### config.mk
export PLATFORM = sky130hd
export DESIGN_NAME = generational_slot_allocator_core
export DESIGN_NICKNAME = d
export VERILOG_FILES = /design/src/gsa_pkg.sv /design/src/gsa_gen_table.sv /design/src/gsa_index_store.sv /design/src/gsa_ctrl.sv /design/src/generational_slot_allocator_core.sv
export SDC_FILE = /design/constraint.sdc
export NUM_CORES = 2
export LEC_CHECK = 0
export BUFFER_PORTS_ARGS = -buffer_cell sky130_fd_sc_hd__buf_2
export CORE_MARGIN = 2
export CORE_UTILIZATION = 45
export CTS_CLUSTER_SIZE = 16
export DETAILED_ROUTE_END_ITERATION = 16
export HOLD_SLACK_MARGIN = 0.05
export SYNTH_ARGS = -nofsm -noshare
export SYNTH_HDL_FRONTEND = slang
export SYNTH_HIERARCHICAL = 1
export SYNTH_SLANG_ARGS = --single-unit
### constraint.sdc
create_clock -name clock -period 6 [get_ports clock]
set_input_delay 1.2 -clock clock [delete_from_list [all_inputs] [get_ports clock]]
set_output_delay 1.2 -clock clock [all_outputs]
set_load 0.01 [all_outputs]
### src/gsa_pkg.sv
`default_nettype none

package gsa_pkg;

   localparam int SLOTS    = 64;
   localparam int GEN_BITS = 16;
   localparam int IDX_W    = $clog2(SLOTS);
   localparam int CNT_W    = $clog2(SLOTS + 1);

   typedef logic [IDX_W-1:0]    idx_type;
   typedef logic [GEN_BITS-1:0] gen_type;
   typedef logic [CNT_W-1:0]    cnt_type;

   typedef enum logic [1:0] {
      OP_ALLOC  = 2'd0,
      OP_FREE   = 2'd1,
      OP_LOOKUP = 2'd2,
      OP_FLUSH  = 2'd3
   } op_type;

   typedef enum logic [1:0] {
      STS_OK    = 2'd0,
      STS_FULL  = 2'd1,
      STS_STALE = 2'd2
   } status_type;

   typedef enum logic [2:0] {
      S_IDLE,
      S_CHECK,
      S_AGEN,
      S_AOUT,
      S_FRD,
      S_FWR,
      S_HOLD
   } fsm_type;

   // generation table port
   typedef struct packed {
      logic    re;
      idx_type raddr;
      logic    we;
      idx_type waddr;
      gen_type wdata;
   } gen_req_type;

   // free stack and pending list ports
   typedef struct packed {
      logic    stack_re;
      idx_type stack_raddr;
      logic    stack_we;
      idx_type stack_waddr;
      idx_type stack_wdata;
      logic    pend_re;
      idx_type pend_raddr;
      logic    pend_we;
      idx_type pend_waddr;
      idx_type pend_wdata;
   } idx_req_type;

   typedef struct packed {
      status_type status;
      idx_type    index;
      gen_type    generation;
      cnt_type    released;
   } result_type;

endpackage

`default_nettype wire

### src/gsa_gen_table.sv
`default_nettype none

module gsa_gen_table (
   input  wire logic                clock,
   input  wire logic                reset,
   input  wire gsa_pkg::gen_req_type req,
   output gsa_pkg::gen_type          rdata
);
   import gsa_pkg::*;

   gen_type              mem [SLOTS];
   logic [SLOTS-1:0]     valid_ff;
   gen_type              rd_ff;
   logic                 rd_valid_ff;

   // unwritten entries read as zero
   always_ff @(posedge clock) begin
      if (reset) begin
         valid_ff <= '0;
      end else if (req.we) begin
         valid_ff[req.waddr] <= 1'b1;
      end
   end

   always_ff @(posedge clock) begin
      if (req.we) begin
         mem[req.waddr] <= req.wdata;
      end
   end

   always_ff @(posedge clock) begin
      if (req.re) begin
         rd_ff       <= mem[req.raddr];
         rd_valid_ff <= valid_ff[req.raddr];
      end
   end

   assign rdata = rd_valid_ff ? rd_ff : '0;

endmodule

`default_nettype wire

### src/gsa_index_store.sv
`default_nettype none

module gsa_index_store (
   input  wire logic                clock,
   input  wire logic                reset,
   input  wire gsa_pkg::idx_req_type req,
   output gsa_pkg::idx_type          stack_rdata,
   output gsa_pkg::idx_type          pend_rdata
);
   import gsa_pkg::*;

   idx_type          stack_mem [SLOTS];
   idx_type          pend_mem  [SLOTS];
   logic [SLOTS-1:0] stack_valid_ff;
   idx_type          stack_rd_ff;
   idx_type          stack_addr_ff;
   logic             stack_rd_valid_ff;
   idx_type          pend_rd_ff;

   // free stack: an entry never written holds its own address
   always_ff @(posedge clock) begin
      if (reset) begin
         stack_valid_ff <= '0;
      end else if (req.stack_we) begin
         stack_valid_ff[req.stack_waddr] <= 1'b1;
      end
   end

   always_ff @(posedge clock) begin
      if (req.stack_we) begin
         stack_mem[req.stack_waddr] <= req.stack_wdata;
      end
   end

   always_ff @(posedge clock) begin
      if (req.stack_re) begin
         stack_rd_ff       <= stack_mem[req.stack_raddr];
         stack_addr_ff     <= req.stack_raddr;
         stack_rd_valid_ff <= stack_valid_ff[req.stack_raddr];
      end
   end

   assign stack_rdata = stack_rd_valid_ff ? stack_rd_ff : stack_addr_ff;

   // pending list: only written entries are ever read
   always_ff @(posedge clock) begin
      if (req.pend_we) begin
         pend_mem[req.pend_waddr] <= req.pend_wdata;
      end
   end

   always_ff @(posedge clock) begin
      if (req.pend_re) begin
         pend_rd_ff <= pend_mem[req.pend_raddr];
      end
   end

   assign pend_rdata = pend_rd_ff;

endmodule

`default_nettype wire

### src/gsa_ctrl.sv
`default_nettype none

module gsa_ctrl (
   input  wire logic                 clock,
   input  wire logic                 reset,
   input  wire logic                 req_valid,
   output logic                      req_ready,
   input  wire gsa_pkg::op_type       req_op,
   input  wire gsa_pkg::idx_type      req_idx,
   input  wire gsa_pkg::gen_type      req_gen,
   output gsa_pkg::gen_req_type       gen_req,
   input  wire gsa_pkg::gen_type      gen_rdata,
   output gsa_pkg::idx_req_type       idx_req,
   input  wire gsa_pkg::idx_type      stack_rdata,
   input  wire gsa_pkg::idx_type      pend_rdata,
   output logic                      rsp_valid,
   input  wire logic                 rsp_ready,
   output gsa_pkg::result_type        rsp_result
);
   import gsa_pkg::*;

   fsm_type          state_ff, state_in;
   op_type           op_ff;
   idx_type          idx_ff;
   gen_type          hgen_ff;
   cnt_type          fc_ff;
   cnt_type          pc_ff;
   cnt_type          walk_ff;
   cnt_type          rel_ff;
   idx_type          slot_ff;
   logic [SLOTS-1:0] occ_ff;
   logic [SLOTS-1:0] que_ff;
   result_type       res_ff;
   result_type       out_ff;
   logic             out_vld_ff;

   logic             accept;
   logic             out_free;
   logic             finish;
   logic             walk_done;
   logic             live;
   logic             free_ok;
   logic             push_ok;
   result_type       res_in;

   assign accept    = (state_ff == S_IDLE) && req_valid;
   assign out_free  = !out_vld_ff || rsp_ready;
   assign walk_done = (walk_ff == pc_ff);
   assign live      = occ_ff[idx_ff] && (gen_rdata == hgen_ff);
   assign free_ok   = live && !que_ff[idx_ff] && (pc_ff < CNT_W'(SLOTS));
   assign push_ok   = (fc_ff < CNT_W'(SLOTS));

   // next state
   always_comb begin
      state_in = state_ff;
      case (state_ff)
         S_IDLE: begin
            if (req_valid) begin
               case (req_op)
                  OP_ALLOC:  state_in = (fc_ff == '0) ? S_CHECK : S_AGEN;
                  OP_FLUSH:  state_in = S_FRD;
                  default:   state_in = S_CHECK;
               endcase
            end
         end
         S_CHECK: state_in = out_free ? S_IDLE : S_HOLD;
         S_AGEN:  state_in = S_AOUT;
         S_AOUT:  state_in = out_free ? S_IDLE : S_HOLD;
         S_FRD: begin
            if (walk_done) begin
               state_in = out_free ? S_IDLE : S_HOLD;
            end else begin
               state_in = S_FWR;
            end
         end
         S_FWR:   state_in = S_FRD;
         S_HOLD:  state_in = out_free ? S_IDLE : S_HOLD;
         default: state_in = S_IDLE;
      endcase
   end

   // outputs: memory requests and result
   always_comb begin
      req_ready = (state_ff == S_IDLE);
      gen_req   = '0;
      idx_req   = '0;
      finish    = 1'b0;
      res_in    = '{status: STS_OK, index: idx_ff, generation: '0, released: '0};
      case (state_ff)
         S_IDLE: begin
            if (req_valid) begin
               if (req_op == OP_ALLOC) begin
                  idx_req.stack_re    = 1'b1;
                  idx_req.stack_raddr = idx_type'(fc_ff - cnt_type'(1));
               end else begin
                  gen_req.re    = 1'b1;
                  gen_req.raddr = req_idx;
               end
            end
         end
         S_CHECK: begin
            finish = 1'b1;
            case (op_ff)
               OP_ALLOC: begin
                  res_in.status = STS_FULL;
               end
               OP_FREE: begin
                  if (free_ok) begin
                     gen_req.we         = 1'b1;
                     gen_req.waddr      = idx_ff;
                     gen_req.wdata      = gen_rdata + gen_type'(1);
                     idx_req.pend_we    = 1'b1;
                     idx_req.pend_waddr = pc_ff[IDX_W-1:0];
                     idx_req.pend_wdata = idx_ff;
                  end else begin
                     res_in.status = STS_STALE;
                  end
               end
               OP_LOOKUP: begin
                  if (live) begin
                     res_in.generation = gen_rdata;
                  end else begin
                     res_in.status = STS_STALE;
                  end
               end
               default: begin
               end
            endcase
         end
         S_AGEN: begin
            gen_req.re    = 1'b1;
            gen_req.raddr = stack_rdata;
         end
         S_AOUT: begin
            finish            = 1'b1;
            res_in.index      = slot_ff;
            res_in.generation = gen_rdata;
         end
         S_FRD: begin
            if (walk_done) begin
               finish          = 1'b1;
               res_in.released = rel_ff;
            end else begin
               idx_req.pend_re    = 1'b1;
               idx_req.pend_raddr = walk_ff[IDX_W-1:0];
            end
         end
         S_FWR: begin
            if (push_ok) begin
               idx_req.stack_we    = 1'b1;
               idx_req.stack_waddr = fc_ff[IDX_W-1:0];
               idx_req.stack_wdata = pend_rdata;
            end
         end
         default: begin
         end
      endcase
   end

   // control state
   always_ff @(posedge clock) begin
      if (reset) begin
         state_ff   <= S_IDLE;
         fc_ff      <= CNT_W'(SLOTS);
         pc_ff      <= '0;
         occ_ff     <= '0;
         que_ff     <= '0;
         out_vld_ff <= 1'b0;
      end else begin
         state_ff <= state_in;
         case (state_ff)
            S_AGEN: begin
               occ_ff[stack_rdata] <= 1'b1;
               que_ff[stack_rdata] <= 1'b0;
               fc_ff               <= fc_ff - cnt_type'(1);
            end
            S_CHECK: begin
               if ((op_ff == OP_FREE) && free_ok) begin
                  que_ff[idx_ff] <= 1'b1;
                  pc_ff          <= pc_ff + cnt_type'(1);
               end
            end
            S_FRD: begin
               if (walk_done) begin
                  pc_ff <= '0;
               end
            end
            S_FWR: begin
               occ_ff[pend_rdata] <= 1'b0;
               que_ff[pend_rdata] <= 1'b0;
               if (push_ok) begin
                  fc_ff <= fc_ff + cnt_type'(1);
               end
            end
            default: begin
            end
         endcase
         if ((finish || (state_ff == S_HOLD)) && out_free) begin
            out_vld_ff <= 1'b1;
         end else if (rsp_ready) begin
            out_vld_ff <= 1'b0;
         end
      end
   end

   // payload and walk registers
   always_ff @(posedge clock) begin
      if (accept) begin
         op_ff   <= req_op;
         idx_ff  <= req_idx;
         hgen_ff <= req_gen;
         walk_ff <= '0;
         rel_ff  <= '0;
      end
      if (state_ff == S_AGEN) begin
         slot_ff <= stack_rdata;
      end
      if ((state_ff == S_FRD) && !walk_done) begin
         walk_ff <= walk_ff + cnt_type'(1);
      end
      if ((state_ff == S_FWR) && push_ok) begin
         rel_ff <= rel_ff + cnt_type'(1);
      end
      if (finish) begin
         if (out_free) begin
            out_ff <= res_in;
         end else begin
            res_ff <= res_in;
         end
      end else if ((state_ff == S_HOLD) && out_free) begin
         out_ff <= res_ff;
      end
   end

   assign rsp_valid  = out_vld_ff;
   assign rsp_result = out_ff;

endmodule

`default_nettype wire

### src/generational_slot_allocator_core.sv
`default_nettype none

// Channel   Dir  Handshake                 tuser              tdata
// req       in   req_tvalid / req_tready   operation [1:0]    handle_index, handle_generation
// rsp       out  rsp_tvalid / rsp_tready   status [1:0]       slot_index, slot_generation,
//                                                             released_count
//
// Lookup and free read the generation, then check it; allocate reads the free
// stack, then the generation it addresses, or reports full when no slot is free;
// flush does a pending list read, then a free stack write, per queued slot.
// Reset is synchronous; counts, occupied/queued marks and RAM valid bits clear
// at once, so there is no clearing pass.
// One result sits in the output register while the next transfer is accepted
// and worked; a finished result waits in a hold register if rsp is stalled.

module generational_slot_allocator_core (
   input  wire logic        clock,
   input  wire logic        reset,
   input  wire logic        req_tvalid,
   output logic             req_tready,
   input  wire logic [1:0]  req_tuser,   // [1:0] operation
   input  wire logic [23:0] req_tdata,   // [5:0] handle_index, [21:6] handle_generation
   output logic             rsp_tvalid,
   input  wire logic        rsp_tready,
   output logic [1:0]       rsp_tuser,   // [1:0] status
   output logic [31:0]      rsp_tdata    // [5:0] slot_index, [21:6] slot_generation,
                                         // [28:22] released_count
);
   import gsa_pkg::*;

   gen_req_type gen_req;
   idx_req_type idx_req;
   gen_type     gen_rdata;
   idx_type     stack_rdata;
   idx_type     pend_rdata;
   result_type  result;
   idx_type     req_idx;
   gen_type     req_gen;

   assign req_idx = req_tdata[IDX_W-1:0];
   assign req_gen = req_tdata[IDX_W +: GEN_BITS];

   // sequencer, marks, counts and output register
   gsa_ctrl u_ctrl (
      .clock       (clock),
      .reset       (reset),
      .req_valid   (req_tvalid),
      .req_ready   (req_tready),
      .req_op      (op_type'(req_tuser)),
      .req_idx     (req_idx),
      .req_gen     (req_gen),
      .gen_req     (gen_req),
      .gen_rdata   (gen_rdata),
      .idx_req     (idx_req),
      .stack_rdata (stack_rdata),
      .pend_rdata  (pend_rdata),
      .rsp_valid   (rsp_tvalid),
      .rsp_ready   (rsp_tready),
      .rsp_result  (result)
   );

   // per-slot generation tags
   gsa_gen_table u_gen (
      .clock (clock),
      .reset (reset),
      .req   (gen_req),
      .rdata (gen_rdata)
   );

   // free stack and deferred-release list
   gsa_index_store u_idx (
      .clock       (clock),
      .reset       (reset),
      .req         (idx_req),
      .stack_rdata (stack_rdata),
      .pend_rdata  (pend_rdata)
   );

   assign rsp_tuser = result.status;
   assign rsp_tdata = 32'({result.released, result.generation, result.index});

endmodule

`default_nettype wire

# After elaboration in Yosys (flattened, before gate mapping)

Memories as Yosys holds them, arrays and structs flattened. A register that Yosys moved wholly into a read port is not among the register bits.
Cells that the tools add are included.

Bits in registers: 388
Memory bits (writable): 1792
Input port bits: 30
Output and inout port bits: 36
Logic and storage cells: 187
Memories kept: 3

$add $sub $neg: 6
Order comparisons: 14
Eq/ne operators: 16
Multiplexer cells: 76
Bitwise operators: 10
Reductions and logical operators: 37

Memory list:

| memory          | depth | width | read ports | clocked after memory_dff | wr ports | line                  | source |
|---|---|---|---|---|---|---|---|
| u_gen.mem       | 64    | 16    | 1          | 1                        | 1        | gsa_gen_table.sv:11   | `gen_type mem [SLOTS];` |
| u_idx.pend_mem  | 64    | 6     | 1          | 1                        | 1        | gsa_index_store.sv:13 | `idx_type pend_mem [SLOTS];` |
| u_idx.stack_mem | 64    | 6     | 1          | 1                        | 1        | gsa_index_store.sv:12 | `idx_type stack_mem [SLOTS];` |

Operators with widths:

| kind                  | count |
|---|---|
| $or 64x64->64         | 4 |
| $and 64x64->64        | 3 |
| $pmux 64 s3           | 1 |
| $not 64->64           | 2 |
| $pmux 64 s2           | 1 |
| $mux 7                | 15 |
| $mux 31               | 3 |
| $mux 23               | 3 |
| $mux 13               | 5 |
| $mux 64               | 1 |
| $lt 6x7->1 const B    | 7 |
| $mux 16               | 3 |
| $pmux 7 s2            | 3 |
| $pmux 16 s2           | 1 |
| $demux 1 s6           | 5 |
| $ge 6x1->1 const B    | 5 |
| $add 7x1->7 const B   | 4 |
| $bmux 1 s6            | 4 |
| $mux 1                | 18 |
| $add 16x1->16 const B | 1 |
| $eq 16x16->1          | 1 |
| $pmux 3 s5            | 1 |
| $logic_and 1x1->1     | 14 |
| $lt 7x7->1 const B    | 2 |
| other kinds (27)      | 52 |

# Longest topological paths before layout

Word-level depth: 13
Mapped depth: 19
Gate-level depth less buffers: 14

# Cells and area by module

Netlist, hierarchy kept.

Modules (own cells, without submodules):

| module                           | times used | cells each | area an instance (um^2) | seq. area each (um^2) |
|---|---|---|---|---|
| gsa_gen_table                    | 1          | 2108       | 42633.4                 | 32541.2 |
| gsa_index_store                  | 1          | 1715       | 33010.4                 | 24913.9 |
| gsa_ctrl                         | 1          | 1481       | 13218.9                 | 6105.9 |
| generational_slot_allocator_core | 1          | 4          | 26.3                    | 0.0 |

# Worst setup path after synthesis

No wires, ideal clock.

Kind: register to register
Start: register u_gen.rd_valid_ff
End: memory u_gen/mem[10][0] (netlist bit) (enable)
Setup time: 0.390 ns
Arrival time: 4.368 ns
Data required time: 5.610 ns
Slack: 1.242 ns
Stages on the path, launching flop included: 18
Buffers on the path: 6
Clock period less this slack: 4.758 ns
Path through: edfxtp_1 -> clkbuf_1 -> and2_1 -> clkbuf_1 -> xnor2_1 -> nand4_1 -> nor4_1 -> o21ai_0 -> or3_1 -> nand4bb_1 -> buf_4 -> inv_2 -> buf_2 -> and2_1 -> clkbuf_1 -> or3b_2 -> clkbuf_1 -> nor2_1

RTL lines:

| what                     | line                | source |
|---|---|---|
| start: declaration       | gsa_gen_table.sv:14 | `logic rd_valid_ff;` |
| start signal: assignment | gsa_gen_table.sv:34 | `rd_valid_ff <= valid_ff[req.raddr];` |
| end: declaration         | gsa_gen_table.sv:11 |  |

==> impl_results.md <==
* Post-cts hold buffer count at 0
* Setup-failing EPs final at 0
* Cells after DPL at 7913
* PostCTS Resize Cnt at 0
* CP Max Fanout at 17
* Worst-path clk slew at 0.06 ns
* Iter 0 DRT Violations at around 5400
* Worst clock skew at 0.0811 ns
* Worst-Margin Slew at roughly 1.3 ns
* Slew margin rel. at 0.109
* Synthesis-stage register bit count at 2208
* GR Util All Layers at 0.230
* Starting Density at 0.452
* CTS buffer count at 220
* Post-synth top area cell: edfxtp_1
* Max VDD drop at 0.255 mV
* WL/cell at between 20 and 30 um
* Post-synthesis sequential area ratio at 0.715
* Num ports at 66
* Status: completed
* Final Wtd Congestion at 1.03
* Final hold viol count at 0
* Setup Fix Bufs, Post-CTS at 0
* Prevailing post-synth register cell: edfxtp_1
* Chip Height at 448 um
* Drt via density at 5.92
* Post-synthesis cell type count at slightly above 80
* Max Cap Viol at 0
* DIE AREA at ~200000 um2
* Die W at approximately 450 um
* Number of enable flip-flop cells after synthesis at 1934
* Top-count cell post-synth: edfxtp_1
* Fill cell count at roughly 16000
* Ratio of cells with drive above 1 in the final layout at 0.212
* Yosys top cell area share at 0.653
* RSZ-0062 raised after global routing: false
* Syn avg cell area at 16.7 um2
* Routed Antenna Nets at 0
* Critical path data required time at about 6.4 ns
* Max Freq at about 0.17 GHz
* Startpoint types: register
* Core area at ~200000 um2
* CTS tree: done
* H-Tree Level Count at 4
* Pwr dens at roughly 320 nW/um2
* Final Max Tran Viols at 0
* Later-pin clock latency in the skew report at 0.88 ns
* Drt pass-1 iters at 6
* Initial antenna violation count at 4
* IO Port Bufs at 60
* Grt total ovfl at 0
* HPWL after detailed placement at around 150 mm
* Synth cell count leaders: 1934 x edfxtp_1, 657 x nor2_1, 444 x mux4_2, 274 x dfxtp_1, 228 x nand2_1
* # DRC at 0
* Final Non-Filler Cells at between 8000 and 9000
* Mapped Area at a little under 90000 um2
* Final Critical Period at just under 6 ns
* Largest net degree at the start of global routing at 73
* Rows at 163
* Ys async rst share at 0
* Crit. End Element: register
* Detailed-route via count at ~49000
* First-pass GRT wire length at roughly 340 mm
* Layout Area Growth over Synthesis at 12.8%
* Final wirelength at roughly 230 mm
* Vias in the first global route at 48600
* Synth top area cells: edfxtp_1 65%, mux4_2 11%, dfxtp_1 6.2%
* Cells after Synth at around 5300
* Fin crit share at 0.964
* YS warnings at 6
* Worst Path Arrival at 6.20 ns
* Hold Crit Class: register to register
* Post-layout util at 0.510
* Crit path kind: register to register
* Nets@finish at approximately 5500
* Maximum root-to-sink buffer count at 3
* Leakage at 28.6 nW
* CTS Sinks at around 2200
* Clock Tree Root: clkbuf_16
* Total negative slack at 0 ns
-- worst max-delay path, cell delays in order (launching register included) --
cell and delay [ns]:
edfxtp_1 0.58, and2_1 0.37, xnor2_1 0.16, nand4_1 0.10
nor4_1 0.96, o21ai_0 0.25, or3_1 0.39, nand4bb_4 0.35
inv_2 0.38, and2_2 0.30, nor2b_1 0.22, nand3_1 0.30
nor2_2 0.96
-- path summary, 6_finish.rpt --
kind / end / depth (start not counted) / slack (ns) / startpoint
setup / recovery: u_gen/mem[35][3] / 12 / 0.21 / u_gen/rd_valid_ff
hold / removal: u_ctrl/que_ff[15] / 2 / 0.46 / u_ctrl/que_ff[15]
hold reg to reg: u_ctrl/que_ff[15] / 2 / 0.46 / u_ctrl/que_ff[15]
setup reg to reg: u_gen/mem[35][3] / 12 / 0.21 / u_gen/rd_valid_ff
-- per-stage QoR --
step	area, um2	power (mW)	worst slack (ns)	hold slack, ns
after floorplan	88900	18.3	1.24	0.420
after global placement	93200	19.1	0.380	0.432
after detailed placement	93200	19.1	0.347	0.446
after CTS	100000	32.6	0.255	0.438
after global routing	100000	33.3	0.00974	0.464
final	100000	32.3	0.214	0.459
-- cell usage in the layout, fill, tap and decap left out, types with 16 or more instances in the layout --
cell type and instances:
mux2_2 24, nor2_4 21, nor2_2 46, buf_4 212, clkinv_1 35, a22oi_1 97, nor2_1 592, a221oi_1 24
mux4_2 444, inv_1 27, a22o_1 41, mux2i_1 209, nand2b_1 29, clkbuf_16 222, bufinv_16 16, a21oi_1 127
xnor2_1 35, edfxtp_1 1934, o21ai_1 42, clkbuf_1 67, or3_1 16, and2_1 60, o22ai_1 87, o21ai_0 106
buf_2 59, a31oi_1 18, nor3_1 28, nor2b_1 35, nand3_1 96, nand3b_1 33, o211ai_1 23, a211oi_1 21
dfxtp_1 274, xor2_1 19, clkinv_2 44, nand2_1 228, buf_12 20, nand4_1 17
-- kinds of logic (layout without fill, tap and decap cells) --
family                   Yosys count  after routing  share of synthesized area
flip-flops                      2208           2208                      0.715
other                              1              6                  0.0000422
buffers and inverters            357            738                     0.0208
adder cells (fa/ha/maj)           10             10                    0.00141
XOR/XNOR                          54             54                    0.00532
multiplexers                     677            677                      0.139
AO/OA/AOI/OAI                    705            705                     0.0525
AND/OR/NAND/NOR                 1296           1296                     0.0658
-- power breakdown --
group | switching (mW) | leakage, nW | total [mW] | internal [mW]
Clock | 5.81 | 3.48 | 13.5 | 7.68
Sequential | 0.130 | 17.9 | 16.7 | 16.6
Combinational | 1.36 | 7.22 | 2.07 | 0.709
Total | 7.30 | 28.6 | 32.3 | 25.0
-- area by class of cell --
| cell class | count | area (um2) | share of cell area |
|---|---|---|---|
| Sequential cell | 2208 | 63600 | 0.634 |
| Multi-Input combinational cell | 2745 | 23900 | 0.238 |
| Clock buffer | 302 | 5990 | 0.0597 |
| Tap cell | 2640 | 3300 | 0.0329 |
| Timing Repair Buffer | 292 | 2300 | 0.0230 |
| Clock inverter | 116 | 1150 | 0.0115 |
| Inverter | 28 | 105 | 0.00105 |
| Antenna cell | 3 | 7.51 | 0.0000748 |
-- flip-flops by register name (all words and copies together), names as in the netlist, 3 cells and up --
signal / cells
u_ctrl/rsp_result: 31
u_gen/mem: 1024
u_idx/stack_rd_ff: 6
u_ctrl/idx_ff: 6
u_ctrl/occ_ff: 64
u_gen/valid_ff: 64
u_ctrl/res_ff: 31
u_ctrl/pc_ff: 7
u_ctrl/hgen_ff: 16
u_ctrl/que_ff: 64
u_idx/pend_rdata: 6
u_idx/stack_addr_ff: 6
u_ctrl/walk_ff: 7
u_idx/stack_valid_ff: 64
u_idx/stack_mem: 384
u_ctrl/state_ff: 3
u_idx/pend_mem: 384
u_gen/rd_ff: 16
u_ctrl/fc_ff: 7
u_ctrl/rel_ff: 7
u_ctrl/slot_ff: 6
-- routing by layer --
layer / share of wire / vias to the layer above / global-route usage
met5: 0 / - / 0
met4: 0.052 / 0 / 0.109
met3: 0.070 / 440 / 0.0357
met2: 0.46 / 2004 / 0.352
met1: 0.42 / 25600 / 0.324
li1: - / 21300 / -
Note: power is estimated with default switching activity, not from simulation.
